## src/rtl/tap_pkg.sv

```systemverilog
// Package: widths, constants and types shared by the triangle area/perimeter block
`timescale 1ns / 1ps
`default_nettype none
package tap_pkg;
  localparam int FRAC_BITS  = 4;
  localparam int COORD_W    = 13;
  localparam int REG_W      = 12;
  localparam int PERIM_W    = 19;
  localparam int AREA_W     = 25;
  // squared distance: 2 * 4095^2 < 2^25, scaled by 2^(2*FRAC_BITS)
  localparam int SQ_W       = 25;
  localparam int RAD_W      = SQ_W + 2 * FRAC_BITS;
  localparam int ROOT_W     = (RAD_W + 1) / 2;
  localparam int NCELL      = ROOT_W;
  // working width of a root cell's trial subtract
  localparam int TRIAL_W    = RAD_W + 2;
  // valid bits: clamp, products, radicand load, then one per root cell
  localparam int PIPE_DEPTH = NCELL + 3;
  localparam int CROSS_W    = 26;
  localparam logic [PERIM_W-1:0] PERIM_MAX = '1;
  localparam logic [REG_W-1:0] MAX_X_RST = 12'd639;
  localparam logic [REG_W-1:0] MAX_Y_RST = 12'd399;
  localparam logic REG_MAX_X = 1'b0;
  localparam logic REG_MAX_Y = 1'b1;

  typedef struct packed {
    logic [REG_W-1:0] a_x;
    logic [REG_W-1:0] a_y;
    logic [REG_W-1:0] b_x;
    logic [REG_W-1:0] b_y;
    logic [REG_W-1:0] c_x;
    logic [REG_W-1:0] c_y;
  } pts_t;

  // one root-extraction lane state, three sides at once
  typedef struct packed {
    logic [2:0][RAD_W-1:0]  rem;
    logic [2:0][ROOT_W-1:0] root;
    logic [AREA_W-1:0]      area;
  } cell_t;
endpackage
`default_nettype wire

```

## src/rtl/tap_front.sv

```systemverilog
// Front stage: edge deltas, squared lengths and cross product
`timescale 1ns / 1ps
`default_nettype none
module tap_front (
  input  wire logic                clk,
  input  wire logic                en,
  input  wire tap_pkg::pts_t       pts,
  output tap_pkg::cell_t           lane
);
  logic signed [12:0] d1x, d1y, d2x, d2y, d3x, d3y;
  logic [23:0] s1x, s1y, s2x, s2y, s3x, s3y;
  logic signed [25:0] m1, m2;
  logic [24:0] q1, q2, q3;
  logic signed [tap_pkg::CROSS_W-1:0] cr;

  // deltas (stage A result)
  always_comb begin
    d1x = $signed({1'b0, pts.b_x}) - $signed({1'b0, pts.a_x});
    d1y = $signed({1'b0, pts.b_y}) - $signed({1'b0, pts.a_y});
    d2x = $signed({1'b0, pts.c_x}) - $signed({1'b0, pts.b_x});
    d2y = $signed({1'b0, pts.c_y}) - $signed({1'b0, pts.b_y});
    d3x = $signed({1'b0, pts.c_x}) - $signed({1'b0, pts.a_x});
    d3y = $signed({1'b0, pts.c_y}) - $signed({1'b0, pts.a_y});
  end

  // products registered, then summed
  always_ff @(posedge clk) begin
    if (en) begin
      s1x <= 24'(d1x * d1x);
      s1y <= 24'(d1y * d1y);
      s2x <= 24'(d2x * d2x);
      s2y <= 24'(d2y * d2y);
      s3x <= 24'(d3x * d3x);
      s3y <= 24'(d3y * d3y);
      m1  <= 26'(d1x * d3y);
      m2  <= 26'(d3x * d1y);
    end
  end

  always_comb begin
    q1 = {1'b0, s1x} + {1'b0, s1y};
    q2 = {1'b0, s2x} + {1'b0, s2y};
    q3 = {1'b0, s3x} + {1'b0, s3y};
    cr = m1 - m2;
  end

  always_ff @(posedge clk) begin
    if (en) begin
      lane.rem[0]  <= {q1, {(2 * tap_pkg::FRAC_BITS){1'b0}}};
      lane.rem[1]  <= {q2, {(2 * tap_pkg::FRAC_BITS){1'b0}}};
      lane.rem[2]  <= {q3, {(2 * tap_pkg::FRAC_BITS){1'b0}}};
      lane.root    <= '0;
      lane.area    <= tap_pkg::AREA_W'(cr[tap_pkg::CROSS_W-1] ? -cr : cr);
    end
  end
endmodule
`default_nettype wire

```

## config.mk

```make
export PLATFORM = sky130hd
export DESIGN_NAME = tap_front
export DESIGN_NICKNAME = d
export VERILOG_FILES = /design/src/rtl/tap_pkg.sv /design/src/rtl/tap_front.sv
export SDC_FILE = /design/constraint.sdc
export NUM_CORES = 2
export LEC_CHECK = 0
export ABC_AREA = 1
export ABC_CLOCK_PERIOD_IN_PS = 7800
export BUFFER_PORTS_ARGS = -buffer_cell sky130_fd_sc_hd__buf_2
export CAP_MARGIN = 40
export CORE_ASPECT_RATIO = 0.9
export CORE_MARGIN = 4
export CORE_UTILIZATION = 63
export DETAILED_ROUTE_END_ITERATION = 7
export PLACE_DENSITY = 0.81
export REMOVE_ABC_BUFFERS = 1
export SLEW_MARGIN = 5
export SYNTH_ARGS = -nofsm -noshare
export SYNTH_HDL_FRONTEND = slang
export SYNTH_SLANG_ARGS = --single-unit
```

## constraint.sdc

```tcl
create_clock -name clk -period 7.8 [get_ports clk]
set_input_delay 0.39 -clock clk [delete_from_list [all_inputs] [get_ports clk]]
set_output_delay 0.39 -clock clk [all_outputs]
set_load 0.05 [all_outputs]
```

======== Word-level counts from Yosys, hierarchy flattened ========
Cells that the tools add are included.
cells by class
  mux-type cells .......................... 1
  multiply operators ...................... 8
  $add $sub $neg .......................... 11
operators with widths
  kind              number
  $mul A13 B13 Y24  6
  $sub A12 B12 Y13  6
  $add A24 B24 Y25  3
  $mul A13 B13 Y26  2
  $sub A26 B26 Y26  1
  $mux W25          1
  $neg A25 Y25      1
word-level totals
  flip-flop bits (word level) ............. 296
  input bits .............................. 74

======== Longest topological paths before layout ========
  word-level depth ........................ 3
  mapped depth ............................ 37

======== Worst setup path after synthesis ========
Ideal clock, no wire load.
  path kind ............................... input-to-reg
  start ................................... input port pts[36] (netlist name)
  end ..................................... register m1[23] (data pin)
  setup time .............................. 0.265 ns
  data arrival time ....................... 6.795 ns
  buffers on the path ..................... 1
  data required time ...................... 7.535 ns
  path slack .............................. 0.740 ns
  stages .................................. 28
  cell sequence ........................... inv_1 -> ha_1 -> fa_1 -> o21ai_1 -> a21oi_2 -> o31ai_1 -> xor2_1 -> clkbuf_1 -> nand2_1 -> fa_1 -> fa_1 -> inv_1 -> fa_1 -> fa_1 -> fa_1 -> inv_1 -> fa_1 -> inv_1 -> ha_1 -> a21oi_1 -> o21ai_0 -> a21oi_1 -> inv_1 -> a21oi_1 -> inv_1 -> a21oi_1 -> o21ai_0 -> xor2_1
on the way
  longest elaborated chain between the ends .. 2
RTL lines
  element               RTL line         source
  from (decl)           tap_front.sv:7   input wire tap_pkg::pts_t pts,
  $sub A12 B12 Y13      tap_front.sv:18  d1x = $signed({1'b0, pts.b_x}) - $signed({1'b0, pts.a_x});
  $mul A13 B13 Y26      tap_front.sv:35  m1 <= 26'(d1x * d3y);
  to (signal assigned)  tap_front.sv:35
  to (decl)             tap_front.sv:12  logic signed [25:0] m1, m2;
No other way between the ends.
A chain may end at the register's enable or synchronous reset.

======== Worst setup path in the final report ========
  start ................................... input port pts[38] (netlist name)
  end ..................................... register s1x[23] (data pin)
on the way
  longest elaborated chain between the ends .. 2
RTL lines
  element               RTL line         source
  $sub A12 B12 Y13      tap_front.sv:18
  $mul A13 B13 Y24      tap_front.sv:29  s1x <= 24'(d1x * d1x);
  to (signal assigned)  tap_front.sv:29
  to (decl)             tap_front.sv:11  logic [23:0] s1x, s1y, s2x, s2y, s3x, s3y;
No other way between the ends.

==> flow_results.xml <==
<?xml version="1.0" encoding="UTF-8"?>
<metrics>
  <group name="flow_run">
    <metric name="timing.max_cap.violations" unit="">0</metric>
  </group>
  <group name="setup_path">
    <metric name="setup.worst_path.class" unit="">input pin to flop</metric>
    <metric name="cpMostUsedCell" unit="">sky130_fd_sc_hd__nand2_1</metric>
    <metric name="cp-end-kind" unit="">flop</metric>
    <metric name="cp_data_required_time" unit="ns">8.24</metric>
    <metric name="crit_path_start_kind" unit="">input pin</metric>
    <metric name="cp_slowest_stage_delay" unit="ns">0.56</metric>
    <metric name="timing.critical_path.arrival" unit="ns">7.76</metric>
    <metric name="timing.critical_path.fanout_max" unit="">13</metric>
    <metric name="critPathSlowestCell" unit="">sky130_fd_sc_hd__fa_1</metric>
  </group>
  <group name="sta">
    <metric name="timing_max_transition_violations_final" unit="">0</metric>
    <metric name="period_share" unit="%">93.80</metric>
    <metric name="final_hold_viol_count" unit="">0</metric>
    <metric name="setup_ws" unit="ns">0.4835</metric>
    <metric name="finalWorstPathRequiredPeriod" unit="ns">7.317</metric>
    <metric name="timing.fmax" unit="MHz">136.7</metric>
    <metric name="unrepaired_setup_endpoints_after_global_routing" unit="">false</metric>
    <metric name="slew_headroom" unit="%">40.44</metric>
    <metric name="worstMarginPinSlew" unit="ns">0.8903</metric>
    <metric name="worst_clock_skew" unit="ns">0.01669</metric>
    <metric name="final-setup-viol-count" unit="">0</metric>
  </group>
  <group name="synth">
    <metric name="synth_enable_flop_cells" unit="">290</metric>
    <metric name="cell_count_after_synthesis" unit="">7013</metric>
    <metric name="netlist_area_pre_place" unit="mm2">0.06220</metric>
    <metric name="post_synth_main_area_contributors" unit="">sky130_fd_sc_hd__fa_1 37%, sky130_fd_sc_hd__edfxtp_1 14%, sky130_fd_sc_hd__ha_1 13%</metric>
    <metric name="synth_largest_type_area_fraction" unit="%">36.63</metric>
    <metric name="ys.warnings.count" unit="">0</metric>
    <metric name="synth.lib_cells_used.distinct" unit="">61</metric>
    <metric name="ys_seq_elements" unit="">290</metric>
    <metric name="synth_most_common_cell" unit="">sky130_fd_sc_hd__inv_1</metric>
    <metric name="synth.top_cells.by_count" unit="">1782 x sky130_fd_sc_hd__inv_1, 1138 x sky130_fd_sc_hd__fa_1, 1038 x sky130_fd_sc_hd__nand2_1, 668 x sky130_fd_sc_hd__ha_1, 666 x sky130_fd_sc_hd__nor2_1</metric>
    <metric name="dominantRegCellSynth" unit="">sky130_fd_sc_hd__edfxtp_1</metric>
    <metric name="post_synth.cell_area_avg" unit="um2">8.870</metric>
    <metric name="synthArstFlopShare" unit="%">0</metric>
    <metric name="synth_seq_area_share" unit="%">14.00</metric>
    <metric name="post-synth-top-area-cell" unit="">sky130_fd_sc_hd__fa_1</metric>
  </group>
  <group name="route">
    <metric name="drt_iter0_drc" unit="">3497</metric>
    <metric name="avgRoutedWirePerCell" unit="um">18.42</metric>
    <metric name="number_of_drc_violations_after_detailed_routing" unit="">0</metric>
    <metric name="met3_length" unit="mm">14.25</metric>
    <metric name="first_pass_iters" unit="">6</metric>
    <metric name="uppermost_routed_layer" unit="">met5</metric>
    <metric name="finalWirelength" unit="mm">157.5</metric>
    <metric name="met2RoutedLength" unit="mm">72.45</metric>
    <metric name="antenna_violating_nets_post_route" unit="">0</metric>
    <metric name="met1_length" unit="mm">62.67</metric>
    <metric name="vias_per_cell" unit="">5.469</metric>
    <metric name="number_of_vias_after_detailed_routing" unit="">46760</metric>
  </group>
  <group name="global_route">
    <metric name="antenna_found_initial" unit="">6</metric>
    <metric name="aggregate_global_routing_overflow" unit="">0</metric>
    <metric name="all_layer_gr_usage" unit="%">31.02</metric>
    <metric name="maximum_number_of_pins_on_one_net_before_global_route_repair" unit="">157</metric>
    <metric name="grt_first_pass_wirelength" unit="mm">256.9</metric>
    <metric name="vias_in_the_first_global_route" unit="">49350</metric>
  </group>
  <group name="final_layout">
    <metric name="largest_register" unit="">lane</metric>
    <metric name="drive_gt1_share" unit="%">6.269</metric>
    <metric name="final_nets" unit="">9135</metric>
    <metric name="layout-area-overhead-vs-synth" unit="%">6.099</metric>
    <metric name="num_antenna_cells" unit="">0</metric>
    <metric name="biggestRegsByFlops" unit="">lane x100, m1 x26, m2 x26</metric>
    <metric name="largest_register_ffs" unit="">100</metric>
  </group>
  <group name="clocking">
    <metric name="number_of_clock_sinks" unit="">290</metric>
    <metric name="cts_tree" unit="">yes</metric>
    <metric name="cts_made_buffers" unit="">28</metric>
    <metric name="clk_transition_reported_paths" unit="ns">0.07</metric>
    <metric name="ctsLongestPathBuffers" unit="">3</metric>
    <metric name="h_tree_lvls" unit="">1</metric>
    <metric name="ctsRootBufferMaster" unit="">sky130_fd_sc_hd__clkbuf_16</metric>
    <metric name="worst_skew_late_latency" unit="ns">0.59</metric>
  </group>
  <group name="place">
    <metric name="numPortBuffers" unit="">173</metric>
    <metric name="dp_hpwl" unit="mm">134.7</metric>
    <metric name="place_ws" unit="ns">-0.1097</metric>
    <metric name="finalWeightedCongestion" unit="">0.9725</metric>
  </group>
  <group name="die">
    <metric name="rows" unit="">109</metric>
    <metric name="dieArea" unit="mm2">0.1038</metric>
    <metric name="fp.coreArea" unit="mm2">0.09806</metric>
    <metric name="io-pin-count" unit="">249</metric>
    <metric name="die_h" unit="um">306.1</metric>
    <metric name="die_w" unit="um">339.2</metric>
    <metric name="start_util" unit="%">63.43</metric>
  </group>
  <group name="worst_hold_path">
    <metric name="worst_hold_path_type" unit="">input pin to flop</metric>
  </group>
  <group name="outcome">
    <metric name="outcome" unit="">complete, no violations</metric>
  </group>
</metrics>
worst paths after layout:
path,start,to,slack (ns),depth (start not counted)
setup / recovery,pts[38],s1x[23],0.48,33
hold / removal,en,lane[108],0.27,1
setup reg to reg,m1[0],lane[23],4.60,16
hold reg to reg,s2y[2],lane[119],0.56,1
layout by cell type (no fill, tap or decap), drive strengths merged, types with 135 or more instances in the layout:
master and n:
ha 668, buf 328, xor2 210, a21oi 319, nand2 1046, inv 1794, xnor2 135, edfxtp 290
nor2 674, fa 1138, o21ai 135
area by class of cell:
type / count / area (um2)
fillers: 7636 / 32060
repair buffers: 328 / 2077
clock buffers: 31 / 733.2
flip-flops and latches: 290 / 8708
clock inverters: 18 / 168.9
well taps: 1276 / 1597
multi-input cells: 4798 / 45920
inverters: 1809 / 6797
stage by stage:
step	util [%]	std cells	hold WS, ns	instance area [um2]	setup TNS (ns)
finish	67.30	8550	0.2699	66000	0
global route	67.30	8550	0.3057	66000	0
CTS	67.27	8546	0.2947	65960	0
detailed placement	66.35	8497	0.5325	65060	-0.2693
global placement	66.35	8497	0.5515	65060	0
floorplan	-	6897	0.5025	61410	0
metal layers:
layer  global-route usage, %  vias to the layer above
met3                   5.917                      434
met4                   12.25                        6
met5                       0                        -
li1                        -                    21530
met2                   50.35                     2123
met1                   41.75                    22670
logic make-up after synthesis:
logic type               Yosys count  synth area share (%)
adder cells (fa/ha/maj)         1806                 50.06
multiplexers                       2               0.03620
AO/OA/AOI/OAI                    592                 5.483
AND/OR/NAND/NOR                 1976                 12.82
XOR/XNOR                         345                 4.942
flip-flops                       290                 14.00
buffers and inverters           2001                 12.65
other                              1              0.006029
worst max-delay path: cells and delay by family:
kind                     cells  cell delay [ns]
AO/OA/AOI/OAI                6             1.21
adder cells (fa/ha/maj)      8             3.82
buffers and inverters        5             0.63
AND/OR/NAND/NOR             14             1.72
repair_timing:
item | 4_1_cts | 5_1_grt
hold buffers | 0 | 0
endpoints found under the setup margin | 0 | 1
buffers inserted | 0 | 2
gates resized for setup | 0 | 1
Power is left out: the tool's default activity adds up to more than one toggle a clock period on the data nets, which glitch-free logic cannot reach.
